$ cat src/design/b64d_pkg.sv
// ----------------------------------------------------------------------------
// b64d_pkg
// Shared types and constants for the base64 stream decoder.
// ----------------------------------------------------------------------------
`default_nettype none

package b64d_pkg;

    localparam int CHAR_W   = 8;
    localparam int BCOUNT_W = 16;
    localparam int Q_DEPTH  = 4;
    localparam int Q_AW     = 2;
    localparam int Q_CW     = 3;

    localparam logic [CHAR_W-1:0] CH_PAD = 8'h3D;
    localparam logic [CHAR_W-1:0] CH_CR  = 8'h0D;
    localparam logic [CHAR_W-1:0] CH_LF  = 8'h0A;

    localparam logic [BCOUNT_W-1:0] BCOUNT_MAX = 16'hFFFF;

    // one queued job: a decoded quartet or an end-of-message status
    typedef struct packed {
        logic                    is_status;
        logic                    status;
        logic [1:0]              nbytes;
        logic [2:0][CHAR_W-1:0]  bytes;
        logic [BCOUNT_W-1:0]     count;
    } t_job;

    // bit 6 flags a character outside the alphabet
    function automatic logic [6:0] f_digit(input logic [CHAR_W-1:0] ch);
        logic [6:0] d;
        d = 7'h40;
        if (ch >= 8'h41 && ch <= 8'h5A) begin
            d = 7'(ch - 8'h41);
        end else if (ch >= 8'h61 && ch <= 8'h7A) begin
            d = 7'(ch - 8'h61 + 8'd26);
        end else if (ch >= 8'h30 && ch <= 8'h39) begin
            d = 7'(ch - 8'h30 + 8'd52);
        end else if (ch == 8'h2B) begin
            d = 7'd62;
        end else if (ch == 8'h2F) begin
            d = 7'd63;
        end
        return d;
    endfunction

endpackage

`default_nettype wire

$ cat src/design/b64d_front.sv
// ----------------------------------------------------------------------------
// b64d_front
// Accepts characters, groups quartets, decodes them and queues jobs.
// ----------------------------------------------------------------------------
`default_nettype none

module b64d_front import b64d_pkg::*; #(
    parameter int COUNT_BITS = 16
) (
    input  wire logic              i_clk,
    input  wire logic              i_rst_n,
    input  wire logic              i_cfg_we,
    input  wire logic [CHAR_W-1:0] i_cfg_wdata,
    input  wire logic              i_valid,
    output logic                   o_ready,
    input  wire logic [CHAR_W-1:0] i_char_in,
    input  wire logic              i_q_full,
    output logic                   o_push,
    output t_job                   o_job
);

    logic [CHAR_W-1:0]     r_end_char;
    logic [CHAR_W-1:0]     r_held [3];
    logic [1:0]            r_phase;
    logic                  r_err;
    logic [COUNT_BITS-1:0] r_count;

    logic [1:0]            n_phase;
    logic                  n_err;
    logic [COUNT_BITS-1:0] n_count;

    logic                  acc;
    logic                  is_end;
    logic                  c2_pad, c3_pad;
    logic [6:0]            g0, g1, g2, g3;
    logic [5:0]            d2, d3;
    logic                  bad;
    logic [1:0]            nbytes;
    logic [COUNT_BITS:0]   sum;
    logic [COUNT_BITS+BCOUNT_W-1:0] cnt_ext;

    assign o_ready = !i_q_full;
    assign acc     = i_valid && o_ready;
    assign is_end  = (i_char_in == r_end_char);

    assign c2_pad = (r_held[2] == CH_PAD);
    assign c3_pad = (i_char_in == CH_PAD);
    assign g0     = f_digit(r_held[0]);
    assign g1     = f_digit(r_held[1]);
    assign g2     = f_digit(r_held[2]);
    assign g3     = f_digit(i_char_in);

    assign sum     = {1'b0, r_count} + (COUNT_BITS+1)'(nbytes);
    assign cnt_ext = (COUNT_BITS+BCOUNT_W)'(r_count);

    always_comb begin
        d2     = 6'd0;
        d3     = 6'd0;
        bad    = g0[6] | g1[6];
        nbytes = 2'd3;
        if (c3_pad && c2_pad) begin
            nbytes = 2'd1;
        end else if (c3_pad) begin
            d2     = g2[5:0];
            bad    = bad | g2[6];
            nbytes = 2'd2;
        end else begin
            d2  = g2[5:0];
            d3  = g3[5:0];
            bad = bad | g2[6] | g3[6];
        end
    end

    always_comb begin
        n_phase = r_phase;
        n_err   = r_err;
        n_count = r_count;
        o_push  = 1'b0;
        o_job   = '0;
        if (acc) begin
            if (is_end) begin
                o_push          = 1'b1;
                o_job.is_status = 1'b1;
                o_job.status    = r_err || (r_phase != 2'd0);
                o_job.nbytes    = 2'd1;
                o_job.count     = (|cnt_ext[COUNT_BITS+BCOUNT_W-1:BCOUNT_W]) ?
                                  BCOUNT_MAX : cnt_ext[BCOUNT_W-1:0];
                n_phase         = 2'd0;
                n_err           = 1'b0;
                n_count         = '0;
            end else if (!r_err && i_char_in != CH_CR && i_char_in != CH_LF) begin
                if (r_phase != 2'd3) begin
                    n_phase = r_phase + 2'd1;
                end else begin
                    n_phase = 2'd0;
                    if (bad) begin
                        n_err = 1'b1;
                    end else begin
                        o_push       = 1'b1;
                        o_job.nbytes = nbytes;
                        o_job.bytes[0] = {g0[5:0], g1[5:4]};
                        o_job.bytes[1] = {g1[3:0], d2[5:2]};
                        o_job.bytes[2] = {d2[1:0], d3};
                        n_count = sum[COUNT_BITS] ? '1 : sum[COUNT_BITS-1:0];
                    end
                end
            end
        end
    end

    always_ff @(posedge i_clk) begin
        if (!i_rst_n) begin
            r_end_char <= '0;
            r_phase    <= 2'd0;
            r_err      <= 1'b0;
            r_count    <= '0;
        end else begin
            if (i_cfg_we) begin
                r_end_char <= i_cfg_wdata;
            end
            r_phase <= n_phase;
            r_err   <= n_err;
            r_count <= n_count;
        end
    end

    // hold the first three characters of a quartet
    always_ff @(posedge i_clk) begin
        if (acc && !is_end && !r_err && i_char_in != CH_CR && i_char_in != CH_LF
            && r_phase != 2'd3) begin
            r_held[r_phase] <= i_char_in;
        end
    end

endmodule

`default_nettype wire

$ cat src/design/b64d_fifo.sv
// ----------------------------------------------------------------------------
// b64d_fifo
// Short job queue between the front and back ends.
// ----------------------------------------------------------------------------
`default_nettype none

module b64d_fifo import b64d_pkg::*; (
    input  wire logic i_clk,
    input  wire logic i_rst_n,
    input  wire logic i_push,
    input  t_job      i_job,
    input  wire logic i_pop,
    output logic      o_full,
    output logic      o_empty,
    output t_job      o_head
);

    t_job            r_mem [Q_DEPTH];
    logic [Q_AW-1:0] r_wr;
    logic [Q_AW-1:0] r_rd;
    logic [Q_CW-1:0] r_cnt;

    assign o_full  = (r_cnt == Q_CW'(Q_DEPTH));
    assign o_empty = (r_cnt == '0);
    assign o_head  = r_mem[r_rd];

    always_ff @(posedge i_clk) begin
        if (!i_rst_n) begin
            r_wr  <= '0;
            r_rd  <= '0;
            r_cnt <= '0;
        end else begin
            if (i_push) begin
                r_wr <= r_wr + 1'b1;
            end
            if (i_pop) begin
                r_rd <= r_rd + 1'b1;
            end
            case ({i_push, i_pop})
                2'b10:   r_cnt <= r_cnt + 1'b1;
                2'b01:   r_cnt <= r_cnt - 1'b1;
                default: r_cnt <= r_cnt;
            endcase
        end
    end

    always_ff @(posedge i_clk) begin
        if (i_push) begin
            r_mem[r_wr] <= i_job;
        end
    end

    a_no_overflow: assert property (@(posedge i_clk) disable iff (!i_rst_n)
        i_push |-> !o_full) else $error("push into full job queue");

    a_no_underflow: assert property (@(posedge i_clk) disable iff (!i_rst_n)
        i_pop |-> !o_empty) else $error("pop from empty job queue");

    a_cnt_track: assert property (@(posedge i_clk) disable iff (!i_rst_n)
        (i_push && !i_pop) |=> (r_cnt == $past(r_cnt) + 1'b1))
        else $error("job queue fill count lost a push");

endmodule

`default_nettype wire

$ cat src/design/b64d_back.sv
// ----------------------------------------------------------------------------
// b64d_back
// Expands queued jobs into result words through an output register.
// ----------------------------------------------------------------------------
`default_nettype none

module b64d_back import b64d_pkg::*; (
    input  wire logic         i_clk,
    input  wire logic         i_rst_n,
    input  wire logic         i_q_empty,
    input  t_job              i_head,
    output logic              o_pop,
    output logic              o_valid,
    input  wire logic         i_ready,
    output logic [CHAR_W-1:0] o_data_byte,
    output logic              o_is_status,
    output logic              o_status,
    output logic [BCOUNT_W-1:0] o_byte_count,
    output logic              o_last
);

    logic                r_valid;
    logic [CHAR_W-1:0]   r_data_byte;
    logic                r_is_status;
    logic                r_status;
    logic [BCOUNT_W-1:0] r_byte_count;
    logic                r_last;
    logic [1:0]          r_idx;

    logic                load;
    logic                at_last;

    assign load    = (!r_valid || i_ready) && !i_q_empty;
    assign at_last = (r_idx == i_head.nbytes - 2'd1);
    assign o_pop   = load && at_last;

    always_ff @(posedge i_clk) begin
        if (!i_rst_n) begin
            r_valid <= 1'b0;
            r_idx   <= 2'd0;
        end else begin
            if (load) begin
                r_valid <= 1'b1;
                r_idx   <= at_last ? 2'd0 : r_idx + 2'd1;
            end else if (i_ready) begin
                r_valid <= 1'b0;
            end
        end
    end

    always_ff @(posedge i_clk) begin
        if (load) begin
            r_is_status  <= i_head.is_status;
            r_status     <= i_head.is_status & i_head.status;
            r_byte_count <= i_head.is_status ? i_head.count : '0;
            r_data_byte  <= i_head.is_status ? '0 : i_head.bytes[r_idx];
            r_last       <= at_last;
        end
    end

    assign o_valid      = r_valid;
    assign o_data_byte  = r_data_byte;
    assign o_is_status  = r_is_status;
    assign o_status     = r_status;
    assign o_byte_count = r_byte_count;
    assign o_last       = r_last;

    a_idx_data: assert property (@(posedge i_clk) disable iff (!i_rst_n)
        (r_idx != 2'd0) |-> (!i_q_empty && !i_head.is_status))
        else $error("byte index advanced outside a data job");

    a_idx_range: assert property (@(posedge i_clk) disable iff (!i_rst_n)
        !i_q_empty |-> (r_idx < i_head.nbytes))
        else $error("byte index past end of job");

    a_status_last: assert property (@(posedge i_clk) disable iff (!i_rst_n)
        (r_valid && r_is_status) |-> r_last)
        else $error("status word not marked last");

endmodule

`default_nettype wire

$ cat src/design/base64_stream_decoder_core.sv
// ----------------------------------------------------------------------------
// base64_stream_decoder_core
// Base64 text decoder: one character word in, byte or status words out.
// Each character's result words pass through a four-entry job queue and an
// output register. Throughput: one character per cycle in unless the queue is
// full, one word per cycle out on i_ready; a quartet yields up to three words.
// Reset: synchronous active-low; clears end char, quartet phase, error, count.
// ----------------------------------------------------------------------------
`default_nettype none

module base64_stream_decoder_core import b64d_pkg::*; #(
    parameter int COUNT_BITS = 16
) (
    input  wire logic                i_clk,
    input  wire logic                i_rst_n,
    input  wire logic                i_cfg_we,
    input  wire logic [CHAR_W-1:0]   i_cfg_wdata,
    input  wire logic                i_valid,
    output logic                     o_ready,
    input  wire logic [CHAR_W-1:0]   i_char_in,
    output logic                     o_valid,
    input  wire logic                i_ready,
    output logic [CHAR_W-1:0]        o_data_byte,
    output logic                     o_is_status,
    output logic                     o_status,
    output logic [BCOUNT_W-1:0]      o_byte_count,
    output logic                     o_last
);

    logic q_full;
    logic q_empty;
    logic push;
    logic pop;
    t_job job_in;
    t_job job_head;

    b64d_front #(
        .COUNT_BITS (COUNT_BITS)
    ) u_front (
        .i_clk       (i_clk),
        .i_rst_n     (i_rst_n),
        .i_cfg_we    (i_cfg_we),
        .i_cfg_wdata (i_cfg_wdata),
        .i_valid     (i_valid),
        .o_ready     (o_ready),
        .i_char_in   (i_char_in),
        .i_q_full    (q_full),
        .o_push      (push),
        .o_job       (job_in)
    );

    b64d_fifo u_fifo (
        .i_clk   (i_clk),
        .i_rst_n (i_rst_n),
        .i_push  (push),
        .i_job   (job_in),
        .i_pop   (pop),
        .o_full  (q_full),
        .o_empty (q_empty),
        .o_head  (job_head)
    );

    b64d_back u_back (
        .i_clk        (i_clk),
        .i_rst_n      (i_rst_n),
        .i_q_empty    (q_empty),
        .i_head       (job_head),
        .o_pop        (pop),
        .o_valid      (o_valid),
        .i_ready      (i_ready),
        .o_data_byte  (o_data_byte),
        .o_is_status  (o_is_status),
        .o_status     (o_status),
        .o_byte_count (o_byte_count),
        .o_last       (o_last)
    );

endmodule

`default_nettype wire

$ cat config.mk
export PLATFORM = sky130hd
export DESIGN_NAME = base64_stream_decoder_core
export DESIGN_NICKNAME = d
export VERILOG_FILES = /design/src/design/b64d_pkg.sv /design/src/design/b64d_front.sv /design/src/design/b64d_fifo.sv /design/src/design/b64d_back.sv /design/src/design/base64_stream_decoder_core.sv
export SDC_FILE = /design/constraint.sdc
export NUM_CORES = 1
export LEC_CHECK = 0
export ABC_AREA = 1
export BUFFER_PORTS_ARGS = -buffer_cell sky130_fd_sc_hd__buf_2
export CORE_UTILIZATION = 35
export CTS_CLUSTER_SIZE = 10
export DETAILED_ROUTE_END_ITERATION = 10
export HOLD_SLACK_MARGIN = 0.12
export RECOVER_POWER = 25
export SLEW_MARGIN = 0
export SYNTH_ARGS = -nofsm -noshare
export SYNTH_HDL_FRONTEND = slang
export SYNTH_HIERARCHICAL = 1
export SYNTH_SLANG_ARGS = --single-unit
export TNS_END_PERCENT = 20
$ cat constraint.sdc
create_clock -name i_clk -period 4.2 [get_ports i_clk]
set_input_delay 0.84 -clock i_clk [delete_from_list [all_inputs] [get_ports i_clk]]
set_output_delay 0.84 -clock i_clk [all_outputs]
set_load 0.01 [all_outputs]
==> flow_results.xml <==
<?xml version="1.0" encoding="UTF-8"?>
<metrics>
  <group name="detailed_routing">
    <metric name="vias" unit="">9811</metric>
    <metric name="post_drt_via_cell_ratio" unit="">4.90</metric>
    <metric name="route.antenna.remaining_nets" unit="">0</metric>
    <metric name="totalWireLength" unit="µm">30800</metric>
    <metric name="routedWlPerCell" unit="µm">15.4</metric>
    <metric name="remaining_design_rule_violation_count" unit="">0</metric>
    <metric name="drt-initial-drc-count" unit="">652</metric>
    <metric name="drt_first_pass_iters" unit="">5</metric>
  </group>
  <group name="synth">
    <metric name="synthesis.yosys.warnings" unit="">6</metric>
    <metric name="syn-mean-instance-area" unit="µm²">9.58</metric>
    <metric name="post_synth_instance_area" unit="µm²">13500</metric>
    <metric name="yosys.cell_types.count" unit="">47</metric>
    <metric name="synth_seq_area_share" unit="%">56.2</metric>
    <metric name="synth-seq-cells" unit="">266</metric>
    <metric name="synth_nets" unit="">1479</metric>
    <metric name="gate_count_after_technology_mapping" unit="">1411</metric>
  </group>
  <group name="clock_tree">
    <metric name="cts_made_buffers" unit="">34</metric>
    <metric name="cts-root-to-sink-buffers" unit="">3</metric>
    <metric name="h-tree-depth" unit="">2</metric>
    <metric name="post-cts-setup-buffer-count" unit="">0</metric>
    <metric name="cts-root-buf" unit="">sky130_fd_sc_hd__clkbuf_16</metric>
    <metric name="cts.hold.buffers_added" unit="">0</metric>
    <metric name="cts_tree" unit="">yes</metric>
    <metric name="worst_skew_pair.late_latency" unit="ns">0.52</metric>
    <metric name="clkTransAtPathRegs" unit="ns">0.06</metric>
    <metric name="number_of_cells_upsized_or_downsized_after_cts" unit="">0</metric>
    <metric name="clkSinkCount" unit="">266</metric>
  </group>
  <group name="floorplanning">
    <metric name="fp.dieW" unit="µm">199</metric>
    <metric name="core-area" unit="µm²">37800</metric>
    <metric name="dieHeight" unit="µm">199</metric>
    <metric name="dieArea" unit="µm²">39400</metric>
    <metric name="cell_row_count" unit="">71</metric>
    <metric name="starting_utilization_of_the_core_area" unit="%">35.7</metric>
    <metric name="ios" unit="">50</metric>
  </group>
  <group name="grt">
    <metric name="grt_remaining_overflow" unit="">0</metric>
    <metric name="gr-usage-all-layers" unit="%">15.8</metric>
    <metric name="grt_antenna_before_repair" unit="">0</metric>
    <metric name="grt_first_pass_wirelength" unit="µm">48900</metric>
    <metric name="grt_max_degree" unit="">55</metric>
    <metric name="first_global_vias" unit="">9353</metric>
  </group>
  <group name="timing">
    <metric name="worst_case_headroom_to_the_max_slew_limit" unit="%">2.46</metric>
    <metric name="hold_violations" unit="">0</metric>
    <metric name="timing.final.crit_share" unit="%">87.2</metric>
    <metric name="fin_ws" unit="ns">0.537</metric>
    <metric name="grt_setup_unrepaired" unit="">no</metric>
    <metric name="timing_worst_slew_pin_value" unit="ns">1.46</metric>
    <metric name="clock_skew" unit="ns">0.0224</metric>
    <metric name="final_period_minus_worst_setup_slack" unit="ns">3.66</metric>
    <metric name="final_max_slew_viol_count" unit="">0</metric>
    <metric name="hold_ws" unit="ns">0.437</metric>
    <metric name="max_freq" unit="MHz">273</metric>
    <metric name="setup_failing_eps_final" unit="">0</metric>
    <metric name="finalSetupTns" unit="ns">0</metric>
  </group>
  <group name="run">
    <metric name="max_cap_violations" unit="">0</metric>
  </group>
  <group name="outcome">
    <metric name="status" unit="">finished clean</metric>
  </group>
  <group name="critical_path">
    <metric name="crit_slowest_cell" unit="">sky130_fd_sc_hd__clkbuf_1</metric>
    <metric name="worst-endpoint-arrival" unit="ns">4.04</metric>
    <metric name="worstPathBufferInverterCount" unit="">4</metric>
    <metric name="critPathCaptureType" unit="">flop</metric>
    <metric name="cpMostUsedCell" unit="">sky130_fd_sc_hd__nor2_1</metric>
    <metric name="timing.critical_path.slowest_cell_delay" unit="ns">0.44</metric>
    <metric name="crit_family" unit="">simple AND/OR/NAND/NOR gates</metric>
    <metric name="setup.worst_path.start_class" unit="">input port</metric>
    <metric name="timing.critical_path.required" unit="ns">4.57</metric>
    <metric name="worstPathCellList" unit="">clkbuf_1 &gt; clkbuf_1 &gt; ha_1 &gt; nand2_1 &gt; nor2_4 &gt; inv_2 &gt; nor2_1 &gt; inv_1 &gt; ha_1 &gt; a21oi_1 &gt; nor2_1 &gt; nand3_1 &gt; nor2_1 &gt; nand2_1 &gt; nor2_1 &gt; nand3_1 &gt; o21ai_0 &gt; nand3_1 &gt; nand2_1 &gt; a21oi_1</metric>
    <metric name="worst-path-max-fanout" unit="">10</metric>
    <metric name="crit_type" unit="">in -&gt; reg</metric>
  </group>
  <group name="cells_and_area">
    <metric name="layout-area-overhead-vs-synth" unit="%">12.9</metric>
    <metric name="most-common-layout-cells" unit="">227 x sky130_fd_sc_hd__edfxtp_1, 215 x sky130_fd_sc_hd__nor2_1, 213 x sky130_fd_sc_hd__nand2_1, 139 x sky130_fd_sc_hd__inv_1, 135 x sky130_fd_sc_hd__o21ai_0</metric>
    <metric name="post_route_cells_drive_above_1_share" unit="%">9.66</metric>
    <metric name="most_common_cell_after_layout_fill_and_taps_aside" unit="">sky130_fd_sc_hd__edfxtp_1</metric>
    <metric name="num-nets-final" unit="">1536</metric>
    <metric name="antenna_cells" unit="">0</metric>
  </group>
  <group name="power">
    <metric name="leakagePower" unit="nW">5.84</metric>
    <metric name="power-per-cell-area" unit="nW/µm²">378</metric>
    <metric name="ir_worst_vdd" unit="mV">0.336</metric>
  </group>
  <group name="place">
    <metric name="place.port_buffers" unit="">49</metric>
    <metric name="dp_worst_setup_slack" unit="ns">0.335</metric>
    <metric name="detailedPlacementHpwl" unit="µm">20900</metric>
    <metric name="finalWeightedCongestion" unit="">0.872</metric>
  </group>
  <group name="min_path">
    <metric name="worstHoldPathType" unit="">reg -&gt; reg</metric>
  </group>
</metrics>
[metal layers]
layer  wire [µm]  global-route usage (%)  share of wire (%)
met1       14900                    22.0                 48
met3        1570                    2.64                5.1
met5           0                       0                  0
met4         485                    3.82                1.6
met2       13800                    25.4                 45
[kinds of logic (layout without fill, tap and decap cells)]
group	Yosys count	count (layout)	share of synthesized area [%]
and+or+nand+nor	560	560	17.7
AOI/OAI and AO/OA	287	287	12.1
DFF	266	266	56.2
buffers and inverters	211	291	6.94
adders and majority gates	47	47	4.46
xor gates and xnor gates	40	40	2.59
[synthesized netlist by cell type (all sizes together)]
cell | n | area (µm²)
a21oi | 61 | 309
dfxtp | 39 | 781
clkinv | 1 | 3.75
buf | 41 | 290
nand4 | 19 | 125
o41ai | 1 | 8.76
o31ai | 7 | 52.6
a41oi | 1 | 8.76
a21boi | 2 | 15.0
inv | 157 | 594
xnor2 | 14 | 123
clkbuf | 12 | 50.1
or2 | 3 | 18.8
fa | 2 | 40.0
o211ai | 14 | 105
o21ai | 153 | 766
nor4 | 2 | 12.5
o22ai | 44 | 338
a31oi | 3 | 18.8
a311oi | 1 | 8.76
nand3 | 54 | 285
ha | 45 | 563
nor3 | 14 | 75.1
edfxtp | 227 | 6820
and2 | 1 | 6.26
nand2 | 225 | 880
xor2 | 26 | 228
nor2 | 240 | 978
nand3b | 2 | 15.0
[path summary, 6_finish.rpt]
| path | start | end | slack [ns] | cells past startpoint |
|---|---|---|---|---|
| hold reg to reg | u_fifo/r_rd[1] | flop | 0.44 | 1 |
| setup reg to reg | u_front/r_held[1][3] | u_fifo/r_cnt[1] | 0.56 | 19 |
| hold / removal | u_fifo/r_rd[1] | flop | 0.44 | 1 |
| setup / recovery | i_char_in[2] | u_front/r_count[13] | 0.54 | 20 |
[cell type report]
class,count,area [µm²]
inverter,158,598
fill,3790,22600
clock buffer,51,946
multi-input combinational,934,5000
tap,511,639
clock inverter,8,61.3
timing repair buffer,74,419
sequential,266,7600
[power breakdown]
group	switching [mW]	internal, mW	total (mW)
Combinational	0.179	0.0887	0.268
Sequential	0.0295	2.86	2.89
Clock	1.05	1.56	2.61
[through the flow]
stage | total power [mW] | instances | util (%) | area [µm²]
finish | 5.76 | 2002 | 40.3 | 15300
global route | 5.96 | 2002 | 40.3 | 15300
CTS | 5.83 | 2002 | 40.5 | 15300
detailed placement | 3.21 | 1943 | 37.9 | 14300
global placement | 3.21 | 1943 | 37.9 | 14300
floorplan | 3.13 | 1411 | - | 13500
[sequential cells by signal (all words and copies together), names as in the netlist, named ones only]
signal / flops
u_back/o_last: 1
u_back/o_status: 1
u_front/r_end_char: 8
u_back/o_is_status: 1
u_fifo/r_mem: 176
u_fifo/r_wr: 2
u_fifo/r_cnt: 3
u_fifo/r_rd: 2
u_front/r_held: 24
u_back/r_idx: 2
u_back/o_data_byte: 8
u_front/r_count: 16
u_front/r_err: 1
u_front/r_phase: 2
u_back/o_byte_count: 16
u_back/o_valid: 1
Power figures use the tool's default switching activity.
